### src/rtl/blrc_pkg.sv
// ----------------------------------------------------------------------------
// blrc_pkg: backlight level remap controller package
// Shared request, status, register, slot and state codes, panel writes, reset values, divider sizing.
// ----------------------------------------------------------------------------
package blrc_pkg;

  // Request codes
  typedef enum logic [1:0] {
    REQ_SET    = 2'd0,
    REQ_ON     = 2'd1,
    REQ_OFF    = 2'd2,
    REQ_UNUSED = 2'd3
  } req_e;

  // Result status codes
  typedef enum logic [1:0] {
    ST_WRITTEN = 2'd0,
    ST_GATED   = 2'd1,
    ST_SAME    = 2'd2,
    ST_OFF     = 2'd3
  } status_e;

  // Configuration register indexes
  typedef enum logic [2:0] {
    CFG_USER_DEFAULT  = 3'd0,
    CFG_USER_MINIMUM  = 3'd1,
    CFG_USER_MAXIMUM  = 3'd2,
    CFG_PANEL_DEFAULT = 3'd3,
    CFG_PANEL_MINIMUM = 3'd4,
    CFG_PANEL_MAXIMUM = 3'd5,
    CFG_DIM_THRESHOLD = 3'd6
  } cfg_idx_e;

  // Write slots of one sequence
  typedef enum logic [1:0] {
    SLOT_DIM   = 2'd0,
    SLOT_MODE  = 2'd1,
    SLOT_LEVEL = 2'd2
  } slot_e;

  // Sequencer states
  typedef enum logic [5:0] {
    S_IDLE  = 6'b000001,
    S_RANGE = 6'b000010,
    S_DIV   = 6'b000100,
    S_FIX   = 6'b001000,
    S_CMP   = 6'b010000,
    S_EMIT  = 6'b100000
  } state_e;

  // Panel register writes
  localparam logic [15:0] ADDR_DIM   = 16'h5300;
  localparam logic [15:0] ADDR_MODE  = 16'h5500;
  localparam logic [15:0] ADDR_LEVEL = 16'h5100;
  localparam logic [7:0]  DATA_DIM   = 8'h2C;
  localparam logic [7:0]  DATA_MODE  = 8'h00;

  // Reset values
  localparam logic [7:0] RST_USER_DEFAULT  = 8'd143;
  localparam logic [7:0] RST_USER_MINIMUM  = 8'd30;
  localparam logic [7:0] RST_USER_MAXIMUM  = 8'd255;
  localparam logic [7:0] RST_PANEL_DEFAULT = 8'd102;
  localparam logic [7:0] RST_PANEL_MINIMUM = 8'd6;
  localparam logic [7:0] RST_PANEL_MAXIMUM = 8'd255;
  localparam logic [7:0] RST_DIM_THRESHOLD = 8'd9;
  localparam logic [7:0] RST_SAVED_LEVEL   = 8'd143;

  // Divider sizing: dividend magnitude width and step counter width
  localparam int unsigned NumW  = 16;
  localparam int unsigned CntW  = 4;

endpackage

### src/rtl/blrc_intf.sv
// ----------------------------------------------------------------------------
// blrc_intf: backlight controller channels
// Request, response and configuration write channels with valid/ready.
// ----------------------------------------------------------------------------
interface blrc_req_if;
  logic       valid;
  logic       ready;
  logic [1:0] req_type;
  logic [7:0] level_request;

  modport source (output valid, output req_type, output level_request, input ready);
  modport sink   (input valid, input req_type, input level_request, output ready);
endinterface

interface blrc_rsp_if;
  logic        valid;
  logic        ready;
  logic        write_valid;
  logic [15:0] reg_addr;
  logic [7:0]  reg_data;
  logic [1:0]  status;
  logic [7:0]  stored_level;
  logic        last;

  modport source (output valid, output write_valid, output reg_addr, output reg_data,
                  output status, output stored_level, output last, input ready);
  modport sink   (input valid, input write_valid, input reg_addr, input reg_data,
                  input status, input stored_level, input last, output ready);
endinterface

interface blrc_cfg_if;
  logic       valid;
  logic       ready;
  logic [2:0] reg_idx;
  logic [7:0] wdata;

  modport source (output valid, output reg_idx, output wdata, input ready);
  modport sink   (input valid, input reg_idx, input wdata, output ready);
endinterface

### src/rtl/backlight_level_remap_controller.sv
// ----------------------------------------------------------------------------
// backlight_level_remap_controller: piecewise linear backlight remapper
// Remaps user levels onto the panel range and emits panel register writes.
// ----------------------------------------------------------------------------
// Path: an interpolating request passes range check, the 16-step shared restoring
// divider, fix and compare before its first result beat; a flat piece or a zero
// divisor passes range check and compare; gated and off requests go straight to emit;
// output stalls hold the beats. One request at a time, 1 to 3 beats each, the unused
// code accepted with no beat; ready returns in the cycle after the last beat loads.
// Reset: asynchronous, active low; configuration and backlight state take their
// documented reset values, no result pending.
module backlight_level_remap_controller (
  input  logic clk_i,
  input  logic rst_ni,
  blrc_req_if.sink   req_i,
  blrc_rsp_if.source rsp_o,
  blrc_cfg_if.sink   cfg_i
);
  import blrc_pkg::*;

  // Configuration registers
  logic [7:0] user_def_q, user_min_q, user_max_q;
  logic [7:0] panel_def_q, panel_min_q, panel_max_q, dim_thr_q;

  // Backlight state
  logic       enabled_q;
  logic [7:0] last_q;
  logic       dim_q;
  logic [7:0] saved_q;

  // Sequencer and working registers
  state_e          state_q;
  logic [7:0]      lvl_q;
  logic            is_on_q;
  logic [7:0]      pl_q;
  logic [7:0]      off_q;
  logic            neg_q;
  logic [NumW-1:0] quo_q;
  logic [7:0]      rem_q;
  logic [7:0]      den_q;
  logic [CntW-1:0] cnt_q;
  logic            wr_q;
  status_e         stat_q;
  slot_e           slot_q;

  // Output register
  logic        out_vld_q;
  logic        out_wr_q;
  logic [15:0] out_addr_q;
  logic [7:0]  out_data_q;
  logic [1:0]  out_stat_q;
  logic [7:0]  out_lvl_q;
  logic        out_last_q;

  logic in_acc;
  logic out_load;

  assign req_i.ready = (state_q == S_IDLE);
  assign cfg_i.ready = 1'b1;
  assign in_acc      = req_i.valid && req_i.ready;
  assign out_load    = (state_q == S_EMIT) && (!out_vld_q || rsp_o.ready);

  assign rsp_o.valid        = out_vld_q;
  assign rsp_o.write_valid  = out_wr_q;
  assign rsp_o.reg_addr     = out_addr_q;
  assign rsp_o.reg_data     = out_data_q;
  assign rsp_o.status       = out_stat_q;
  assign rsp_o.stored_level = out_lvl_q;
  assign rsp_o.last         = out_last_q;

  // Range selection and product for the interpolating piece
  logic              upper;
  logic signed [8:0] dy, dx, dd;
  logic signed [17:0] prod;
  logic [17:0]        prod_abs;
  logic [8:0]         dd_abs;

  always_comb begin
    upper    = lvl_q > user_def_q;
    dy       = upper ? ($signed({1'b0, panel_max_q}) - $signed({1'b0, panel_def_q}))
                     : ($signed({1'b0, panel_def_q}) - $signed({1'b0, panel_min_q}));
    dx       = upper ? ($signed({1'b0, lvl_q}) - $signed({1'b0, user_def_q}))
                     : ($signed({1'b0, lvl_q}) - $signed({1'b0, user_min_q}));
    dd       = upper ? ($signed({1'b0, user_max_q}) - $signed({1'b0, user_def_q}))
                     : ($signed({1'b0, user_def_q}) - $signed({1'b0, user_min_q}));
    prod     = dy * dx;
    prod_abs = prod[17] ? 18'(-prod) : 18'(prod);
    dd_abs   = dd[8] ? 9'(-dd) : 9'(dd);
  end

  // One restoring divider step
  logic [8:0]      trial;
  logic [8:0]      trial_sub;
  logic            ge;
  logic [7:0]      rem_d;
  logic [NumW-1:0] quo_d;

  always_comb begin
    trial     = {rem_q, quo_q[NumW-1]};
    trial_sub = trial - {1'b0, den_q};
    ge        = trial >= {1'b0, den_q};
    rem_d     = ge ? trial_sub[7:0] : trial[7:0];
    quo_d     = {quo_q[NumW-2:0], ge};
  end

  // Apply sign, add offset, clamp to 0..255
  logic signed [17:0] qs;
  logic signed [17:0] sum;
  logic [7:0]         clamp;

  always_comb begin
    qs  = neg_q ? -$signed({2'b00, quo_q}) : $signed({2'b00, quo_q});
    sum = qs + $signed({10'd0, off_q});
    if (sum < 0) begin
      clamp = 8'd0;
    end else if (sum > 18'sd255) begin
      clamp = 8'd255;
    end else begin
      clamp = sum[7:0];
    end
  end

  // Configuration writes
  always_ff @(posedge clk_i or negedge rst_ni) begin
    if (!rst_ni) begin
      user_def_q  <= RST_USER_DEFAULT;
      user_min_q  <= RST_USER_MINIMUM;
      user_max_q  <= RST_USER_MAXIMUM;
      panel_def_q <= RST_PANEL_DEFAULT;
      panel_min_q <= RST_PANEL_MINIMUM;
      panel_max_q <= RST_PANEL_MAXIMUM;
      dim_thr_q   <= RST_DIM_THRESHOLD;
    end else if (cfg_i.valid && cfg_i.ready) begin
      unique case (cfg_i.reg_idx)
        CFG_USER_DEFAULT:  user_def_q  <= cfg_i.wdata;
        CFG_USER_MINIMUM:  user_min_q  <= cfg_i.wdata;
        CFG_USER_MAXIMUM:  user_max_q  <= cfg_i.wdata;
        CFG_PANEL_DEFAULT: panel_def_q <= cfg_i.wdata;
        CFG_PANEL_MINIMUM: panel_min_q <= cfg_i.wdata;
        CFG_PANEL_MAXIMUM: panel_max_q <= cfg_i.wdata;
        CFG_DIM_THRESHOLD: dim_thr_q   <= cfg_i.wdata;
        default: ;
      endcase
    end
  end

  // Sequencer
  always_ff @(posedge clk_i or negedge rst_ni) begin
    if (!rst_ni) begin
      state_q   <= S_IDLE;
      enabled_q <= 1'b0;
      last_q    <= 8'd0;
      dim_q     <= 1'b1;
      saved_q   <= RST_SAVED_LEVEL;
      wr_q      <= 1'b0;
      stat_q    <= ST_WRITTEN;
      slot_q    <= SLOT_MODE;
      is_on_q   <= 1'b0;
      cnt_q     <= '0;
    end else begin
      unique case (state_q)
        S_IDLE: begin
          if (in_acc) begin
            case (req_e'(req_i.req_type))
              REQ_OFF: begin
                enabled_q <= 1'b0;
                last_q    <= 8'd0;
                wr_q      <= 1'b0;
                stat_q    <= ST_OFF;
                state_q   <= S_EMIT;
              end
              REQ_SET, REQ_ON: begin
                if (req_i.req_type == REQ_SET && !enabled_q) begin
                  wr_q    <= 1'b0;
                  stat_q  <= ST_GATED;
                  state_q <= S_EMIT;
                end else begin
                  is_on_q <= (req_i.req_type == REQ_ON);
                  if (req_i.req_type == REQ_ON) begin
                    enabled_q <= 1'b1;
                  end
                  lvl_q   <= (req_i.req_type == REQ_ON && req_i.level_request == 8'd0)
                             ? saved_q : req_i.level_request;
                  state_q <= S_RANGE;
                end
              end
              default: ;
            endcase
          end
        end
        S_RANGE: begin
          // Pick the piece; load the divider on the interpolating piece
          if (lvl_q < dim_thr_q) begin
            pl_q    <= 8'd0;
            state_q <= S_CMP;
          end else if (lvl_q < user_min_q) begin
            pl_q    <= panel_min_q;
            state_q <= S_CMP;
          end else if (dd_abs == 9'd0) begin
            pl_q    <= panel_def_q;
            state_q <= S_CMP;
          end else begin
            quo_q   <= prod_abs[NumW-1:0];
            rem_q   <= 8'd0;
            den_q   <= dd_abs[7:0];
            neg_q   <= prod[17] ^ dd[8];
            off_q   <= upper ? panel_def_q : panel_min_q;
            cnt_q   <= '1;
            state_q <= S_DIV;
          end
        end
        S_DIV: begin
          quo_q <= quo_d;
          rem_q <= rem_d;
          cnt_q <= cnt_q - 1'b1;
          if (cnt_q == '0) begin
            state_q <= S_FIX;
          end
        end
        S_FIX: begin
          pl_q    <= clamp;
          state_q <= S_CMP;
        end
        S_CMP: begin
          // Skip an identical level, else commit and queue the writes;
          // an on request re-arms the dim write afterwards
          if (pl_q == last_q) begin
            wr_q   <= 1'b0;
            stat_q <= ST_SAME;
            if (is_on_q) begin
              dim_q <= 1'b1;
            end
          end else begin
            wr_q    <= 1'b1;
            stat_q  <= ST_WRITTEN;
            slot_q  <= dim_q ? SLOT_DIM : SLOT_MODE;
            dim_q   <= is_on_q;
            last_q  <= pl_q;
            saved_q <= lvl_q;
          end
          state_q <= S_EMIT;
        end
        S_EMIT: begin
          if (out_load) begin
            if (!wr_q || slot_q == SLOT_LEVEL) begin
              state_q <= S_IDLE;
            end else begin
              slot_q <= slot_e'(slot_q + 2'd1);
            end
          end
        end
        default: state_q <= S_IDLE;
      endcase
    end
  end

  // Output register: hold the beat until taken
  always_ff @(posedge clk_i or negedge rst_ni) begin
    if (!rst_ni) begin
      out_vld_q <= 1'b0;
    end else if (out_load) begin
      out_vld_q <= 1'b1;
    end else if (rsp_o.ready) begin
      out_vld_q <= 1'b0;
    end
  end

  always_ff @(posedge clk_i) begin
    if (out_load) begin
      out_wr_q   <= wr_q;
      out_stat_q <= stat_q;
      out_lvl_q  <= saved_q;
      out_last_q <= !wr_q || slot_q == SLOT_LEVEL;
      if (!wr_q) begin
        out_addr_q <= 16'd0;
        out_data_q <= 8'd0;
      end else begin
        case (slot_q)
          SLOT_DIM: begin
            out_addr_q <= ADDR_DIM;
            out_data_q <= DATA_DIM;
          end
          SLOT_MODE: begin
            out_addr_q <= ADDR_MODE;
            out_data_q <= DATA_MODE;
          end
          default: begin
            out_addr_q <= ADDR_LEVEL;
            out_data_q <= pl_q;
          end
        endcase
      end
    end
  end

  // Divider never runs on a zero divisor
  assert property (@(posedge clk_i) disable iff (!rst_ni)
    state_q == S_DIV |-> den_q != 8'd0)
    else $error("divider running with zero divisor");

  // Partial remainder stays below the divisor
  assert property (@(posedge clk_i) disable iff (!rst_ni)
    state_q == S_DIV |-> rem_q < den_q)
    else $error("divider remainder out of range");

  // A beat without a panel write always ends its sequence
  assert property (@(posedge clk_i) disable iff (!rst_ni)
    out_vld_q && !out_wr_q |-> out_last_q)
    else $error("non-write beat not marked last");

  // A panel write always carries written status
  assert property (@(posedge clk_i) disable iff (!rst_ni)
    out_vld_q && out_wr_q |-> out_stat_q == ST_WRITTEN)
    else $error("write beat with wrong status");

endmodule
### src/flat_wrapper.sv
// flat-port wrapper written by rule: the top's interface ports become plain ports
module backlight_level_remap_controller_flat import blrc_pkg::*;
  (clk_i, rst_ni, req_i_valid, req_i_req_type, req_i_level_request, req_i_ready, rsp_o_valid, rsp_o_write_valid, rsp_o_reg_addr, rsp_o_reg_data, rsp_o_status, rsp_o_stored_level, rsp_o_last, rsp_o_ready, cfg_i_valid, cfg_i_reg_idx, cfg_i_wdata, cfg_i_ready);
  blrc_req_if req_i_i ();
  blrc_rsp_if rsp_o_i ();
  blrc_cfg_if cfg_i_i ();
  input  logic clk_i;
  input  logic rst_ni;
  input wire logic [$bits(req_i_i.valid)-1:0] req_i_valid;
  input wire logic [$bits(req_i_i.req_type)-1:0] req_i_req_type;
  input wire logic [$bits(req_i_i.level_request)-1:0] req_i_level_request;
  output wire logic [$bits(req_i_i.ready)-1:0] req_i_ready;
  output wire logic [$bits(rsp_o_i.valid)-1:0] rsp_o_valid;
  output wire logic [$bits(rsp_o_i.write_valid)-1:0] rsp_o_write_valid;
  output wire logic [$bits(rsp_o_i.reg_addr)-1:0] rsp_o_reg_addr;
  output wire logic [$bits(rsp_o_i.reg_data)-1:0] rsp_o_reg_data;
  output wire logic [$bits(rsp_o_i.status)-1:0] rsp_o_status;
  output wire logic [$bits(rsp_o_i.stored_level)-1:0] rsp_o_stored_level;
  output wire logic [$bits(rsp_o_i.last)-1:0] rsp_o_last;
  input wire logic [$bits(rsp_o_i.ready)-1:0] rsp_o_ready;
  input wire logic [$bits(cfg_i_i.valid)-1:0] cfg_i_valid;
  input wire logic [$bits(cfg_i_i.reg_idx)-1:0] cfg_i_reg_idx;
  input wire logic [$bits(cfg_i_i.wdata)-1:0] cfg_i_wdata;
  output wire logic [$bits(cfg_i_i.ready)-1:0] cfg_i_ready;
  assign req_i_i.valid = req_i_valid;
  assign req_i_i.req_type = req_i_req_type;
  assign req_i_i.level_request = req_i_level_request;
  assign req_i_ready = req_i_i.ready;
  assign rsp_o_valid = rsp_o_i.valid;
  assign rsp_o_write_valid = rsp_o_i.write_valid;
  assign rsp_o_reg_addr = rsp_o_i.reg_addr;
  assign rsp_o_reg_data = rsp_o_i.reg_data;
  assign rsp_o_status = rsp_o_i.status;
  assign rsp_o_stored_level = rsp_o_i.stored_level;
  assign rsp_o_last = rsp_o_i.last;
  assign rsp_o_i.ready = rsp_o_ready;
  assign cfg_i_i.valid = cfg_i_valid;
  assign cfg_i_i.reg_idx = cfg_i_reg_idx;
  assign cfg_i_i.wdata = cfg_i_wdata;
  assign cfg_i_ready = cfg_i_i.ready;
  backlight_level_remap_controller u_core (.clk_i(clk_i), .rst_ni(rst_ni), .req_i(req_i_i), .rsp_o(rsp_o_i), .cfg_i(cfg_i_i));
endmodule
### config.mk
export PLATFORM = sky130hd
export DESIGN_NAME = backlight_level_remap_controller_flat
export DESIGN_NICKNAME = d
export VERILOG_FILES = /design/src/rtl/blrc_pkg.sv /design/src/rtl/blrc_intf.sv /design/src/rtl/backlight_level_remap_controller.sv /design/src/flat_wrapper.sv
export SDC_FILE = /design/constraint.sdc
export NUM_CORES = 1
export LEC_CHECK = 0
export ABC_CLOCK_PERIOD_IN_PS = 8680
export BUFFER_PORTS_ARGS = -buffer_cell sky130_fd_sc_hd__buf_4
export CAP_MARGIN = 20
export CORE_MARGIN = 2
export CORE_UTILIZATION = 40
export DETAILED_ROUTE_END_ITERATION = 8
export PLACE_DENSITY = 0.58
export SLEW_MARGIN = 20
export SYNTH_ARGS = -nofsm -noshare
export SYNTH_HDL_FRONTEND = slang
export SYNTH_SLANG_ARGS = --single-unit
### constraint.sdc
create_clock -name clk_i -period 8.68 [get_ports clk_i]
set_input_delay 0.868 -clock clk_i [delete_from_list [all_inputs] [get_ports clk_i]]
set_output_delay 0.868 -clock clk_i [all_outputs]
set_load 0.05 [all_outputs]
==> impl_metrics.json <==
{
  "status": "finished, final reports clean",
  "cts_tree": "yes",
  "grt_pass1_vias": 10800,
  "synthMuxAreaShare": 0.0489,
  "numPortBuffers": 52,
  "fin_crit_ns": 8.09,
  "end_kind": "flop",
  "drt_pass1_iterations": 5,
  "synthToLayoutAreaGrowth_pct": 11.3,
  "ys_seq_elements": 171,
  "skew_ns": 0.0215,
  "synth_cell_types": 80,
  "rows": 69,
  "cts_sinks": 171,
  "place_inst": 1990,
  "via_per_inst": 5.29,
  "syn_area_um2": 14300,
  "synthAdderAreaFrac": 0.211,
  "grtUsageTotal": 0.199,
  "final_cell_mix": "inv_1, nor2_1, nand2_1",
  "cts_root_buf": "clkbuf_16",
  "rrSetupSlack_ns": 0.59,
  "worst_slew_pin_slew_ns": 0.915,
  "syn_inst": 1487,
  "cts-resized-gates": 0,
  "hold_class": "in -> async",
  "fmax_mhz": 124,
  "insertion_delay_ns": 0.46,
  "post_synth.cell_area_avg_um2": 9.60,
  "hold_buffers": 0,
  "synth_xor_area_frac": 0.0552,
  "worst-path-max-fanout": 15,
  "gr-total-overflow": 0,
  "grt_max_degree": 61,
  "stdcell_count": 2023,
  "async_flop_share": 0.532,
  "avgRoutedWirePerCell_um": 17.1,
  "path_class": "reg -> reg",
  "core_um2": 35300,
  "seq_area_frac_synth": 0.332,
  "yosys.area_share.simple": 0.143,
  "multi_input_area_um2": 8750,
  "layout_commonest_cell": "inv_1",
  "hpwl_mm": 27.4,
  "vias": 10700,
  "ys.flop_type": "edfxtp_1",
  "drive_above_1_share": 0.145,
  "dieArea_um2": 37200,
  "ff_latch_area_um2": 4730,
  "crit_arrival_ns": 8.29,
  "relSlewSlack": 0.382,
  "grt_antenna_before_repair": 0,
  "place_congestion": 0.905,
  "post-route-drc-count": 0,
  "clockBufferDepth": 2,
  "maxCapViolations": 0,
  "synth_edf_count": 80,
  "drt_iter0_drc": 724,
  "grt_setup_unrepaired": "no",
  "synth_top_family_by_area": "adder cells",
  "design_area_um2": 15900,
  "cts-buffers-inserted": 17,
  "post_cts_buffers": 0,
  "initial_core_util": 0.404,
  "die_h_um": 193,
  "critPathLaunchType": "flop",
  "placed_area_um2": 15300,
  "antenna_left": 0,
  "routed_wl_mm": 34.6,
  "setup_viol_count_final": 0,
  "fp.dieW_um": 193,
  "pin_count": 65,
  "tns_ns": 0,
  "yosysWarnings": 0,
  "required_ns": 8.88,
  "grt_pass1_wl_mm": 57.3,
  "nFillCells": 3368,
  "htreeDepth": 4,
  "synth_compound_area_frac": 0.148,
  "path_clk_slew_ns": 0.09,
  "hold_violations": 0,
  "nNetsFinal": 1769,
  "n_antenna_cell": 0,
  "period_share": 0.932,
  "drv_slew": 0
}
per-layer routing:
layer,track usage,wire (um),vias to the layer above
met3,0.0269,1470,40
met2,0.310,15600,229
met5,0,0,-
met1,0.282,16600,5180
met4,0.0696,874,0
li1,-,-,5260
critical path, stage by stage, from the launching register on:
cell	delay (ns)
dfstp_2	0.55
inv_1	0.10
ha_1	0.36
nand3_1	0.17
or3_1	0.51
o21a_1	0.31
or3_1	0.44
o31a_1	0.24
inv_1	0.17
nand2_1	0.08
fa_1	0.49
fa_1	0.50
inv_1	0.05
fa_1	0.50
fa_1	0.54
inv_1	0.05
fa_1	0.49
inv_1	0.04
ha_1	0.33
o21a_1	0.14
o31a_1	0.18
o211a_1	0.15
nor2_1	0.06
o211a_1	0.24
or4_4	0.65
a22oi_1	0.24
xor2_1	0.17
o21ai_0	0.08
flip-flops by register name (all words and copies together), names as in the netlist, 4 cells and up:
name                       flops
u_core.den_q                   8
u_core.panel_def_q             8
u_core.last_q                  8
u_core.pl_q                    8
u_core.quo_q                  16
u_core.user_max_q              8
u_core.panel_min_q             8
u_core.rsp_o.reg_data          8
u_core.user_min_q              8
u_core.panel_max_q             8
u_core.user_def_q              8
u_core.off_q                   8
u_core.dim_thr_q               8
u_core.state_q                 6
u_core.cnt_q                   4
u_core.lvl_q                   8
u_core.saved_q                 8
u_core.rsp_o.stored_level      8
u_core.rem_q                   8
cell families after synthesis:
family	Yosys count
flops	171
fa+ha+maj	194
simple gates	416
xor+xnor	90
buf+inv	218
compound gates	332
mux	64
other cells	2
per-stage QoR:
step           setup WS [ns]  hold slack (ns)  utilization
3_3_place_gp           0.551            0.434        0.432
5_1_grt                0.158            0.378        0.450
4_1_cts                0.469            0.355        0.449
6_report               0.592            0.351        0.450
2_1_floorplan          0.703            0.425            -
3_5_place_dp           0.469            0.443        0.432
layout make-up:
cell class | count | share of cell area
multi-input cells | 1109 | 0.551
clock inverters | 14 | 0.0106
flip-flops and latches | 171 | 0.298
clock buffers | 18 | 0.0270
well taps | 461 | 0.0363
inverters | 171 | 0.0404
repair buffers | 79 | 0.0373
worst paths after layout:
check / startpoint / to / cells after the start
min: rst_ni / u_core.saved_q[5]$_DFFE_PN0P_ / 1
min in group clk_i: u_core.saved_q[6]$_DFFE_PN0P_ / u_core.rsp_o.stored_level[6]$_DFFE_PP_ / 0
min reg2reg: u_core.saved_q[6]$_DFFE_PN0P_ / u_core.rsp_o.stored_level[6]$_DFFE_PP_ / 0
max reg2reg: u_core.user_def_q[7]$_DFFE_PN1P_ / u_core.quo_q[6]$_DFFE_PP_ / 27
max: u_core.user_def_q[7]$_DFFE_PN1P_ / u_core.quo_q[6]$_DFFE_PP_ / 27
max in group asynchronous: rst_ni / u_core.panel_def_q[7]$_DFFE_PN0P_ / 2
Yosys cell counts (6+ instances only):
| master | count | share of area |
|---|---|---|
| a211oi_1 | 6 | 0.0032 |
| a21boi_0 | 14 | 0.0074 |
| a21o_1 | 14 | 0.0074 |
| a21oi_1 | 73 | 0.026 |
| a22o_1 | 9 | 0.0055 |
| a22oi_1 | 10 | 0.0053 |
| a31oi_1 | 9 | 0.0039 |
| and2_1 | 14 | 0.0061 |
| buf_4 | 14 | 0.0074 |
| clkbuf_1 | 25 | 0.0066 |
| dfrtp_1 | 50 | 0.088 |
| dfstp_2 | 41 | 0.075 |
| edfxtp_1 | 80 | 0.17 |
| fa_1 | 78 | 0.11 |
| ha_1 | 116 | 0.10 |
| inv_1 | 171 | 0.045 |
| mux2_2 | 42 | 0.033 |
| mux2i_1 | 21 | 0.015 |
| nand2_1 | 117 | 0.031 |
| nand2b_1 | 23 | 0.010 |
| nand3_1 | 17 | 0.0060 |
| nand3b_1 | 8 | 0.0042 |
| nor2_1 | 120 | 0.032 |
| nor2b_1 | 23 | 0.010 |
| nor3_1 | 24 | 0.0084 |
| nor3b_1 | 9 | 0.0047 |
| nor4_1 | 17 | 0.0075 |
| o21a_1 | 21 | 0.011 |
| o21ai_0 | 110 | 0.039 |
| o21bai_1 | 6 | 0.0032 |
| o31ai_1 | 10 | 0.0053 |
| or2_2 | 7 | 0.0031 |
| or3_1 | 7 | 0.0031 |
| xnor2_1 | 54 | 0.033 |
| xor2_1 | 36 | 0.022 |
Power is left out: the tool's default activity adds up to more than one toggle a clock period on the data nets, which glitch-free logic cannot reach.
